[src/rtl/mce_pkg.sv]
`timescale 1ns / 1ps

package mce_pkg;

    typedef enum logic [1:0] {
        CMD_START = 2'd0,
        CMD_CHAR  = 2'd1,
        CMD_END   = 2'd2,
        CMD_NONE  = 2'd3
    } t_cmd;

    typedef enum logic [1:0] {
        SYM_DOT  = 2'd0,
        SYM_DASH = 2'd1,
        SYM_LGAP = 2'd2,
        SYM_WGAP = 2'd3
    } t_sym;

    typedef enum logic [1:0] {
        MODE_CODE,
        MODE_GAPS,
        MODE_WORD
    } t_mode;

    typedef enum logic {
        ST_IDLE,
        ST_EMIT
    } t_state;

    localparam int unsigned CODE_MAX = 8;
    localparam int unsigned GAP_RUN  = 3;

    // Left-aligned pattern: bit 7 is the first symbol, 1 = dash.
    typedef struct packed {
        logic       hit;
        logic [3:0] len;
        logic [7:0] pat;
    } t_code;

    typedef struct packed {
        logic load;
        logic advance;
    } t_cmd_bus;

    typedef struct packed {
        logic empty;
        logic last;
    } t_sts_bus;

    function automatic t_code code_lookup(input logic [7:0] c);
        logic [7:0] u;
        t_code      r;
        u = ((c >= 8'h61) && (c <= 8'h7A)) ? (c - 8'h20) : c;
        r = '{hit: 1'b1, len: 4'd0, pat: 8'b0};
        unique case (u)
            8'h41: begin r.len = 4'd2; r.pat = 8'b01000000; end
            8'h42: begin r.len = 4'd4; r.pat = 8'b10000000; end
            8'h43: begin r.len = 4'd4; r.pat = 8'b10100000; end
            8'h44: begin r.len = 4'd3; r.pat = 8'b10000000; end
            8'h45: begin r.len = 4'd1; r.pat = 8'b00000000; end
            8'h46: begin r.len = 4'd4; r.pat = 8'b00100000; end
            8'h47: begin r.len = 4'd3; r.pat = 8'b11000000; end
            8'h48: begin r.len = 4'd4; r.pat = 8'b00000000; end
            8'h49: begin r.len = 4'd2; r.pat = 8'b00000000; end
            8'h4A: begin r.len = 4'd4; r.pat = 8'b01110000; end
            8'h4B: begin r.len = 4'd3; r.pat = 8'b10100000; end
            8'h4C: begin r.len = 4'd4; r.pat = 8'b01000000; end
            8'h4D: begin r.len = 4'd2; r.pat = 8'b11000000; end
            8'h4E: begin r.len = 4'd2; r.pat = 8'b10000000; end
            8'h4F: begin r.len = 4'd3; r.pat = 8'b11100000; end
            8'h50: begin r.len = 4'd4; r.pat = 8'b01100000; end
            8'h51: begin r.len = 4'd4; r.pat = 8'b11010000; end
            8'h52: begin r.len = 4'd3; r.pat = 8'b01000000; end
            8'h53: begin r.len = 4'd3; r.pat = 8'b00000000; end
            8'h54: begin r.len = 4'd1; r.pat = 8'b10000000; end
            8'h55: begin r.len = 4'd3; r.pat = 8'b00100000; end
            8'h56: begin r.len = 4'd4; r.pat = 8'b00010000; end
            8'h57: begin r.len = 4'd3; r.pat = 8'b01100000; end
            8'h58: begin r.len = 4'd4; r.pat = 8'b10010000; end
            8'h59: begin r.len = 4'd4; r.pat = 8'b10110000; end
            8'h5A: begin r.len = 4'd4; r.pat = 8'b11000000; end
            8'h30: begin r.len = 4'd5; r.pat = 8'b11111000; end
            8'h31: begin r.len = 4'd5; r.pat = 8'b01111000; end
            8'h32: begin r.len = 4'd5; r.pat = 8'b00111000; end
            8'h33: begin r.len = 4'd5; r.pat = 8'b00011000; end
            8'h34: begin r.len = 4'd5; r.pat = 8'b00001000; end
            8'h35: begin r.len = 4'd5; r.pat = 8'b00000000; end
            8'h36: begin r.len = 4'd5; r.pat = 8'b10000000; end
            8'h37: begin r.len = 4'd5; r.pat = 8'b11000000; end
            8'h38: begin r.len = 4'd5; r.pat = 8'b11100000; end
            8'h39: begin r.len = 4'd5; r.pat = 8'b11110000; end
            8'h21: begin r.len = 4'd6; r.pat = 8'b11001100; end
            8'h3F: begin r.len = 4'd6; r.pat = 8'b00110000; end
            8'h2F: begin r.len = 4'd5; r.pat = 8'b10010000; end
            8'h3D: begin r.len = 4'd5; r.pat = 8'b10001000; end
            8'h23: begin r.len = 4'd4; r.pat = 8'b11110000; end
            8'h25: begin r.len = 4'd5; r.pat = 8'b01010000; end
            8'h7C: begin r.len = 4'd5; r.pat = 8'b10110000; end
            8'h24: begin r.len = 4'd6; r.pat = 8'b11110100; end
            8'h26: begin r.len = 4'd8; r.pat = 8'b10100100; end
            8'h5E: begin r.len = 4'd4; r.pat = 8'b00110000; end
            8'h2A: begin r.len = 4'd4; r.pat = 8'b01010000; end
            default: r.hit = 1'b0;
        endcase
        return r;
    endfunction

endpackage

[src/rtl/mce_datapath.sv]
`timescale 1ns / 1ps

module mce_datapath (
    input  logic              i_clk,
    input  logic              i_rst_n,
    input  mce_pkg::t_cmd_bus i_cmd,
    input  logic [1:0]        i_command,
    input  logic [7:0]        i_char_code,
    output mce_pkg::t_sts_bus o_sts,
    output logic [1:0]        o_symbol
);
    import mce_pkg::*;

    logic [7:0] r_pat, n_pat;
    logic [3:0] r_len, n_len;
    logic [3:0] r_idx, n_idx;
    t_mode      r_mode, n_mode;
    t_code      w_code;
    logic       w_last;
    logic       w_empty;

    assign w_code = code_lookup(i_char_code);

    always_comb begin
        n_pat     = r_pat;
        n_len     = r_len;
        n_idx     = r_idx;
        n_mode    = r_mode;
        w_empty   = 1'b0;
        if (i_cmd.load) begin
            n_idx = 4'd0;
            n_pat = w_code.pat;
            n_len = w_code.len;
            unique case (t_cmd'(i_command))
                CMD_START, CMD_END: n_mode = MODE_GAPS;
                CMD_CHAR: begin
                    if ((i_char_code == 8'h20) || (i_char_code == 8'h0A)) begin
                        n_mode = MODE_WORD;
                    end else begin
                        n_mode  = MODE_CODE;
                        w_empty = !w_code.hit;
                    end
                end
                default: begin
                    n_mode  = MODE_WORD;
                    w_empty = 1'b1;
                end
            endcase
        end else if (i_cmd.advance) begin
            n_idx = r_idx + 4'd1;
            n_pat = {r_pat[6:0], 1'b0};
        end
    end

    always_comb begin
        unique case (r_mode)
            MODE_CODE: begin
                w_last   = (r_idx == r_len);
                o_symbol = w_last ? SYM_LGAP : (r_pat[7] ? SYM_DASH : SYM_DOT);
            end
            MODE_GAPS: begin
                w_last   = (r_idx == 4'(GAP_RUN - 1));
                o_symbol = SYM_LGAP;
            end
            default: begin
                w_last   = 1'b1;
                o_symbol = SYM_WGAP;
            end
        endcase
    end

    assign o_sts = '{empty: w_empty, last: w_last};

    always_ff @(posedge i_clk) begin
        if (!i_rst_n) begin
            r_idx  <= 4'd0;
            r_mode <= MODE_WORD;
        end else begin
            r_idx  <= n_idx;
            r_mode <= n_mode;
        end
    end

    always_ff @(posedge i_clk) begin
        r_pat <= n_pat;
        r_len <= n_len;
    end

    a_idx_range: assert property (@(posedge i_clk) disable iff (!i_rst_n)
        (r_mode == MODE_CODE) |-> (r_idx <= r_len) && (r_len <= 4'(CODE_MAX)))
        else $error("symbol index ran past code length");

    a_gap_run: assert property (@(posedge i_clk) disable iff (!i_rst_n)
        (r_mode == MODE_GAPS) |-> (r_idx < 4'(GAP_RUN)))
        else $error("gap run too long");

    a_word_single: assert property (@(posedge i_clk) disable iff (!i_rst_n)
        (r_mode == MODE_WORD) |-> (r_idx == 4'd0))
        else $error("word gap advanced");

endmodule

[src/rtl/mce_ctrl.sv]
`timescale 1ns / 1ps

module mce_ctrl (
    input  logic              i_clk,
    input  logic              i_rst_n,
    input  logic              i_valid,
    output logic              o_ready,
    output logic              o_valid,
    input  logic              i_ready,
    input  mce_pkg::t_sts_bus i_sts,
    output mce_pkg::t_cmd_bus o_cmd
);
    import mce_pkg::*;

    t_state r_state, n_state;

    always_ff @(posedge i_clk) begin
        if (!i_rst_n) begin
            r_state <= ST_IDLE;
        end else begin
            r_state <= n_state;
        end
    end

    always_comb begin
        n_state       = r_state;
        o_ready       = 1'b0;
        o_valid       = 1'b0;
        o_cmd.load    = 1'b0;
        o_cmd.advance = 1'b0;
        unique case (r_state)
            ST_IDLE: begin
                o_ready = 1'b1;
                if (i_valid) begin
                    o_cmd.load = 1'b1;
                    if (!i_sts.empty) begin
                        n_state = ST_EMIT;
                    end
                end
            end
            ST_EMIT: begin
                o_valid = 1'b1;
                if (i_ready) begin
                    if (i_sts.last) begin
                        n_state = ST_IDLE;
                    end else begin
                        o_cmd.advance = 1'b1;
                    end
                end
            end
            default: n_state = ST_IDLE;
        endcase
    end

endmodule

[src/rtl/morse_code_encoder_core.sv]
`timescale 1ns / 1ps

// Morse encoder: each listed request (start, character, end) yields a burst of
// symbols on the output channel, one per cycle while i_ready is high, with
// o_last on the final one. A character request is loaded, then sends its
// code plus a letter gap (at most 9 symbols); start and end send 3 letter
// gaps, space/newline one word gap; an unlisted byte is taken but sends none.
// The rate is set by the single symbol shift register in the datapath; a new
// request is taken only after the last symbol of the previous one is taken.
module morse_code_encoder_core (
    input  logic       i_clk,
    input  logic       i_rst_n,
    input  logic       i_valid,
    output logic       o_ready,
    input  logic [1:0] i_command,
    input  logic [7:0] i_char_code,
    output logic       o_valid,
    input  logic       i_ready,
    output logic [1:0] o_symbol,
    output logic       o_last
);
    import mce_pkg::*;

    t_cmd_bus w_cmd;
    t_sts_bus w_sts;

    mce_ctrl u_ctrl (
        .i_clk   (i_clk),
        .i_rst_n (i_rst_n),
        .i_valid (i_valid),
        .o_ready (o_ready),
        .o_valid (o_valid),
        .i_ready (i_ready),
        .i_sts   (w_sts),
        .o_cmd   (w_cmd)
    );

    mce_datapath u_datapath (
        .i_clk       (i_clk),
        .i_rst_n     (i_rst_n),
        .i_cmd       (w_cmd),
        .i_command   (i_command),
        .i_char_code (i_char_code),
        .o_sts       (w_sts),
        .o_symbol    (o_symbol)
    );

    assign o_last = w_sts.last;

endmodule
[config.mk]
export PLATFORM = sky130hd
export DESIGN_NAME = morse_code_encoder_core
export DESIGN_NICKNAME = d
export VERILOG_FILES = /design/src/rtl/mce_pkg.sv /design/src/rtl/mce_datapath.sv /design/src/rtl/mce_ctrl.sv /design/src/rtl/morse_code_encoder_core.sv
export SDC_FILE = /design/constraint.sdc
export NUM_CORES = 1
export LEC_CHECK = 0
export ABC_AREA = 1
export BUFFER_PORTS_ARGS = -buffer_cell sky130_fd_sc_hd__buf_2
export CAP_MARGIN = 20
export CORE_MARGIN = 2
export CORE_UTILIZATION = 35
export CTS_CLUSTER_DIAMETER = 60
export DETAILED_ROUTE_END_ITERATION = 8
export GPL_TIMING_DRIVEN = 0
export PLACE_DENSITY = 0.55
export SYNTH_ARGS = -nofsm -noshare
export SYNTH_HDL_FRONTEND = slang
export SYNTH_SLANG_ARGS = --single-unit
[constraint.sdc]
create_clock -name i_clk -period 2.2 [get_ports i_clk]
set_input_delay 0.33 -clock i_clk [delete_from_list [all_inputs] [get_ports i_clk]]
set_output_delay 0.33 -clock i_clk [all_outputs]
set_load 0.05 [all_outputs]
==> summary.txt, run 1 <==
Floorplan
  – Top Ports: 19
  – Row cnt: 26
  – Die Footprint: 5900 sq um
  – CORE AREA: 5110 sq um
  – Width of the die: 76.8 microns
  – Die Ht: 76.8 microns
  – Starting Density: 36.3%

Detailed routing
  – WL/cell: 13.2 microns
  – Remaining DRCs: 0
  – Drt pass-1 iters: 4
  – Routed WL: 5330 microns
  – DR iter-0 viols: 133
  – DR vias: 2,049
  – Via density per instance: 5.06
  – DRT antenna net count: 0

Placement
  – Detailed placement HPWL: 4370 microns
  – Placement Cell Area: 2030 sq um
  – PortBufs: 18
  – Placed cell count: 401
  – Routability Congestion: 1.02

Setup path
  – Arrival @ worst endpoint: 1.70 ns
  – CP Capture Type: primary output
  – Worst Reg-to-Reg Cells: 5
  – Worst EP required: 1.87 ns
  – Crit Reg-Reg Startpoint: u_datapath.r_idx[0]
  – Worst R2R End: u_datapath.r_pat[3]
  – Crit-path max FO: 2
  – Reg2Reg Setup Slack: 0.39 ns
  – Setup CP Type: reg2out
  – Critical Path Source Type: register

Cells and area
  – P&R area growth vs syn: 12.7%
  – Nets: 354
  – Fillers: 576
  – Cell Count, Final, Fillers Out: 405
  – Area of the multi-input gates: 1240 sq um
  – Layout cell share with drive strength beyond 1: 13.7%
  – Sequential cell area: 440 sq um
  – Finished Cell Area: 2090 sq um
  – Most frequent cells in the layout: nand2_1 (93), nor2_1 (57), inv_1 (39), nand3_1 (22), buf_2 (18)
  – Commonest non-fill, non-tap cell in the layout: nand2_1
  – N_diodes: 0

Clocking
  – Clock transition at path regs: 0.07 ns
  – Clk_lat worst skew: 0.25 ns
  – Clock Tree Buf Depth: 2
  – CTS buffer count: 3
  – CTS Root Cell: clkbuf_8
  – H-tree Lvls: 1
  – Clk sinks: 17
  – Postcts setup bufs: 0
  – TritonCTS clock tree: done

Timing
  – Final Hold Viols: 0
  – Final setup viols: 0
  – Worst-Margin Slew: 0.536 ns
  – Fin crit share: 92.4%
  – Highest Clock Rate: 492 MHz
  – Slew headroom: 64.1%
  – Slew Limit Fails: 0
  – Final Skew: 0.00317 ns
  – Crit path time final: 2.03 ns

Global routing
  – Antenna violations before repair: 0
  – GRT met2 Usage: 30.3%
  – Global Route Usage Sum: 18.2%
  – Global-route wire length before repair: 8650 microns
  – Global-route track usage on met3: 2.47%
  – GRT overflow: 0
  – Largest net degree at the start of global routing: 11
  – M1 GR Usage: 23.7%
  – Vias in the first global route: 1,861
  – Gr busiest metal: met2

Synth
  – Syn Area/Cell: 5.93 sq um
  – Seq cells post-synth: 17
  – Mapped Area: 1860 sq um
  – Post-Syn Instances: 313
  – Synth warnings: 0
  – Distinct cell type count after synthesis: 30
  – Synth top area share: 18.8%
  – Seq/Total Area, Yosys: 23.7%
  – Nets in the synthesized netlist: 331
  – Cell taking the most area after synthesis: nand2_1
  – Dominant cells by area after synthesis: nand2_1 (19%), edfxtp_1 (16%), nor2_1 (12%)

Min path
  – Hold path depth: 3
  – Hold endpoint: u_ctrl.r_state
  – Startpoint of the worst hold path: i_rst_n
  – Hold/Removal Path Class: in2reg

Power and ir drop
  – Pwr Density: 403 nW/um^2
  – P_leak: 1.12 nW
  – Worst VDD drop: 0.000241 V

Run status
  – Status: completed

Run
  – Maxcap violations: 0
==> power breakdown <==
| part | internal [W] | total (W) | switching, W |
|---|---|---|---|
| clock network | 0.000126 | 0.000230 | 0.000104 |
| logic | 0.0000671 | 0.000239 | 0.000172 |
| registers | 0.000363 | 0.000372 | 0.00000871 |
==> Yosys cell counts <==
library cell  count
nand2_1          93
nor2_1           57
inv_1            39
nand3_1          22
o21ai_0          16
a21oi_1          11
edfxtp_1         10
nand4_1          10
dfxtp_1           7
nand2_2           5
ha_1              4
nor3_1            4
xor2_1            4
buf_6             3
nand2_4           3
nand3_2           3
nor2_2            3
o21ai_1           3
nand3b_1          2
nor2_4            2
o211ai_1          2
o31ai_1           2
a211oi_1          1
a21oi_4           1
a22oi_1           1
a41oi_1           1
clkbuf_1          1
inv_2             1
nor4_1            1
o21ai_2           1
==> state kept, by name, summed over array words and instances, names as in the netlist <==
name               count
u_datapath.r_pat       6
u_datapath.r_len       4
u_datapath.r_idx       4
u_datapath.r_mode      2
u_ctrl.r_state         1
==> metrics by stage <==
step | hold WS, ns | TNS, ns | utilization [%] | total power, W | setup WS (ns)
floorplan | 0.468 | 0 | - | 0.000548 | 0.0959
global placement | 0.498 | -0.231 | 39.8 | 0.000616 | -0.0964
detailed placement | 0.494 | -0.0801 | 39.8 | 0.000615 | -0.0478
CTS | 0.332 | 0 | 40.7 | 0.000851 | 0.0893
global route | 0.346 | -0.00516 | 40.9 | 0.000896 | -0.00516
finish | 0.341 | 0 | 40.9 | 0.000842 | 0.166
==> metal layers <==
| metal | routed length (microns) | vias up |
|---|---|---|
| li1 | - | 1058 |
| met1 | 2370 | 908 |
| met2 | 2510 | 73 |
| met3 | 316 | 10 |
| met4 | 128 | 0 |
| met5 | 0 | - |
==> worst max-delay path: stages (launching register included) <==
cell and delay (ns):
edfxtp_1 0.39, xor2_1 0.17, nor4_2 0.40, nand2_1 0.13
nand2_1 0.10, buf_2 0.26
==> logic make-up (layout without fill, tap and decap cells) <==
logic type / count (synthesis) / after routing / synth area share [%]
AO/OA/AOI/OAI: 39 / 39 / 12.3
XOR/XNOR: 4 / 4 / 1.89
adder cells (fa/ha/maj): 4 / 4 / 2.70
buffers and inverters: 44 / 66 / 10.1
flip-flops: 17 / 17 / 23.7
AND/OR/NAND/NOR: 205 / 205 / 49.2
==> cell type report <==
type	instances	share of cell area [%]
Buffer	4	1.80
Clock buffer	3	1.97
Clock inverter	1	0.239
Inverter	40	7.18
Multi-Input combinational cell	252	59.2
Sequential cell	17	21.1
Tap cell	70	4.19
Timing Repair Buffer	18	4.31
==> how the worst max path moves through the flow <==
stage                     cells past startpoint                  end                start  slack, ns
after floorplan                               5          o_symbol[0]  u_datapath.r_idx[1]        0.1
final                                         5               o_last  u_datapath.r_len[2]       0.17
after CTS                                     5               o_last  u_datapath.r_len[2]       0.09
after global placement                       15  u_datapath.r_pat[4]       i_char_code[0]       -0.1
after global routing                         15  u_datapath.r_pat[6]       i_char_code[0]     -0.005
after detailed placement                     16  u_datapath.r_pat[4]       i_char_code[4]      -0.05
==> timing repair <==
action	CTS	global route
setup endpoints to repair	0	4
hold buffers	0	0
resized for setup	0	2
(Power assumes the default switching activity.)
==> run 2, diff against run 1 <==
--- a/config.mk
+++ b/config.mk
@@ -7,13 +7,14 @@
 export LEC_CHECK = 0
 export ABC_AREA = 1
 export BUFFER_PORTS_ARGS = -buffer_cell sky130_fd_sc_hd__buf_2
-export CAP_MARGIN = 20
+export CAP_MARGIN = 30
 export CORE_MARGIN = 2
 export CORE_UTILIZATION = 35
 export CTS_CLUSTER_DIAMETER = 60
 export DETAILED_ROUTE_END_ITERATION = 8
 export GPL_TIMING_DRIVEN = 0
 export PLACE_DENSITY = 0.55
+export SETUP_SLACK_MARGIN = 0.4
 export SYNTH_ARGS = -nofsm -noshare
 export SYNTH_HDL_FRONTEND = slang
 export SYNTH_SLANG_ARGS = --single-unit
==> constraint.sdc (replaced) <==
create_clock -name i_clk -period 2.4 [get_ports i_clk]
set_input_delay 0.36 -clock i_clk [delete_from_list [all_inputs] [get_ports i_clk]]
set_output_delay 0.36 -clock i_clk [all_outputs]
set_load 0.05 [all_outputs]
==> summary.txt, run 2 (same netlist as run 1, synthesis figures left out) <==
Setup path
  – Cell family with most CP delay: simple AND/OR/NAND/NOR gates
  – CP Capture Type: primary output
  – Crit Reg-Reg Startpoint: u_datapath.r_idx[0]
  – CP Launch Point: u_datapath.r_len[2]
  – Buf+Inv Stages, Crit Path: 2
  – Setup CP Type: reg2out
  – Slowest-stage cell, CP: edfxtp_1
  – Worst EP required: 2.04 ns
  – Critical Path Max Stage Delay: 0.39 ns
  – Critical Path Source Type: register
  – Arrival @ worst endpoint: 1.58 ns
  – Crit-path max FO: 2
  – Crit-path cells: xor2_1 > nor4_2 > inv_1 > nand2_1 > o21ai_1 > buf_6

Clocking
  – Clock transition at path regs: 0.06 ns
  – H-tree Lvls: 1
  – CTS buffer count: 3
  – Clock Tree Buf Depth: 2
  – CTS Root Cell: clkbuf_8
  – Clk sinks: 17
  – TritonCTS clock tree: done
  – Clk_lat worst skew: 0.25 ns

Global routing
  – Vias in the first global route: 1,972
  – Global Route Usage Sum: 19.1%
  – Gr busiest metal: met2
  – Global-route track usage on met3: 4.47%
  – Global-route wire length before repair: 9110 microns
  – Antenna violations before repair: 0
  – GRT met2 Usage: 30.0%
  – GRT overflow: 0
  – M1 GR Usage: 26.1%
  – Largest net degree at the start of global routing: 11

Cells and area
  – Most frequent cells in the layout: nand2_1 (81), nor2_1 (50), inv_1 (37), nand3_1 (17), nand2_2 (15)
  – Nets: 359
  – Max reg flops: 6
  – Layout cell share with drive strength beyond 1: 23.2%
  – Commonest non-fill, non-tap cell in the layout: nand2_1
  – P&R area growth vs syn: 23.3%
  – Largest register by flop count: u_datapath.r_pat
  – N_diodes: 0
  – Top Registers: u_datapath.r_pat: 6 flops, u_datapath.r_idx: 4 flops, u_datapath.r_len: 4 flops
  – Area of the multi-input gates: 1360 sq um
  – Fillers: 584
  – Sequential cell area: 440 sq um
  – Cell Count, Final, Fillers Out: 410

Power and ir drop
  – Pwr Density: 352 nW/um^2
  – Post-layout power: 0.000806 W
  – Worst VDD drop: 0.000156 V
  – P_leak: 1.19 nW

Floorplan
  – Die Ht: 76.8 microns
  – Width of the die: 76.8 microns
  – Top Ports: 19
  – Die Footprint: 5900 sq um
  – CORE AREA: 5110 sq um
  – Row cnt: 26
  – Starting Density: 36.3%

Placement
  – PortBufs: 18
  – Routability Congestion: 0.956
  – Detailed placement HPWL: 4330 microns
  – Placed cell count: 401

Run
  – Maxcap violations: 0

Timing
  – Final Skew: 0.00290 ns
  – Worst-Margin Slew: 0.654 ns
  – Final setup viols: 0
  – Crit path time final: 1.94 ns
  – Final Hold Viols: 0
  – Slew Limit Fails: 0
  – Setup Total Neg Slack: 0 ns
  – Final Hold Slack: 0.374 ns
  – Highest Clock Rate: 516 MHz
  – RSZ-0062 raised after global routing: yes
  – Fin crit share: 80.8%
  – Slew headroom: 56.2%

Detailed routing
  – WL/cell: 13.4 microns
  – DR vias: 2,159
  – Drt pass-1 iters: 5
  – DRT antenna net count: 0
  – Routed WL: 5510 microns
  – DR iter-0 viols: 183
  – Remaining DRCs: 0
  – Via density per instance: 5.27

Min path
  – Startpoint of the worst hold path: i_rst_n
  – Hold/Removal Path Class: in2reg

Run status
  – Status: completed
[run 2: changes by cell type in the layout (fill, tap and decap cells not counted), moves of 4 or more]
| cell | change |
|---|---|
| nand3_1 | -5 |
| nor2_1 | -7 |
| nand2_1 | -12 |
| o21ai_0 | -4 |
| nand3_2 | +5 |
| nor2_2 | +4 |
| nand2_2 | +10 |
| buf_4 | +5 |
| buf_2 | -6 |
| buf_6 | +4 |
[run 2: power breakdown]
part	internal (W)	switching, W
combinational	0.0000804	0.000172
sequential	0.000333	0.00000907
clock	0.000118	0.0000939
[run 2: final cells by class]
| type | count | share of cell area, % |
|---|---|---|
| Inverter | 40 | 6.56 |
| Tap cell | 70 | 3.83 |
| Buffer | 4 | 1.80 |
| Sequential cell | 17 | 19.2 |
| Clock buffer | 4 | 1.97 |
| Timing Repair Buffer | 23 | 7.38 |
| Multi-Input combinational cell | 252 | 59.2 |
[run 2: metal layers]
metal | wire [microns] | up-vias
li1 | - | 1068
met1 | 2470 | 972
met2 | 2510 | 103
met3 | 417 | 16
met4 | 112 | 0
met5 | 0 | -
[run 2: through the flow]
stage          instance area, sq um  util [%]  worst slack, ns
2_1_floorplan                  1860         -            0.482
3_3_place_gp                   2030      39.8           0.0673
3_5_place_dp                   2030      39.8           0.0813
4_1_cts                        2100      41.1            0.366
5_1_grt                        2290      44.8            0.336
6_report                       2290      44.8            0.461
[run 2: repair_timing]
action | in CTS | in global routing
resized for setup | 4 | 56
cloned | 0 | 1
hold buffers | 0 | 0
setup buffers | 0 | 4
endpoints found under the setup margin | 5 | 9
pin swaps | 1 | 23
endpoints found under the hold margin | 0 | 0
[run 2: tightest hold or removal path, delay by kind of cell]
family / cells / cell delay [ns]
buffers and inverters: 1 / 0.10
and+or+nand+nor: 2 / 0.13
[run 2: path summary, 6_finish.rpt]
check                   endpoint  slack (ns)  cells after the start
min               u_ctrl.r_state        0.37                      3
max                  o_symbol[0]        0.46                      6
max reg2reg  u_datapath.r_pat[2]        0.58                      5
min reg2reg       u_ctrl.r_state        0.50                      2
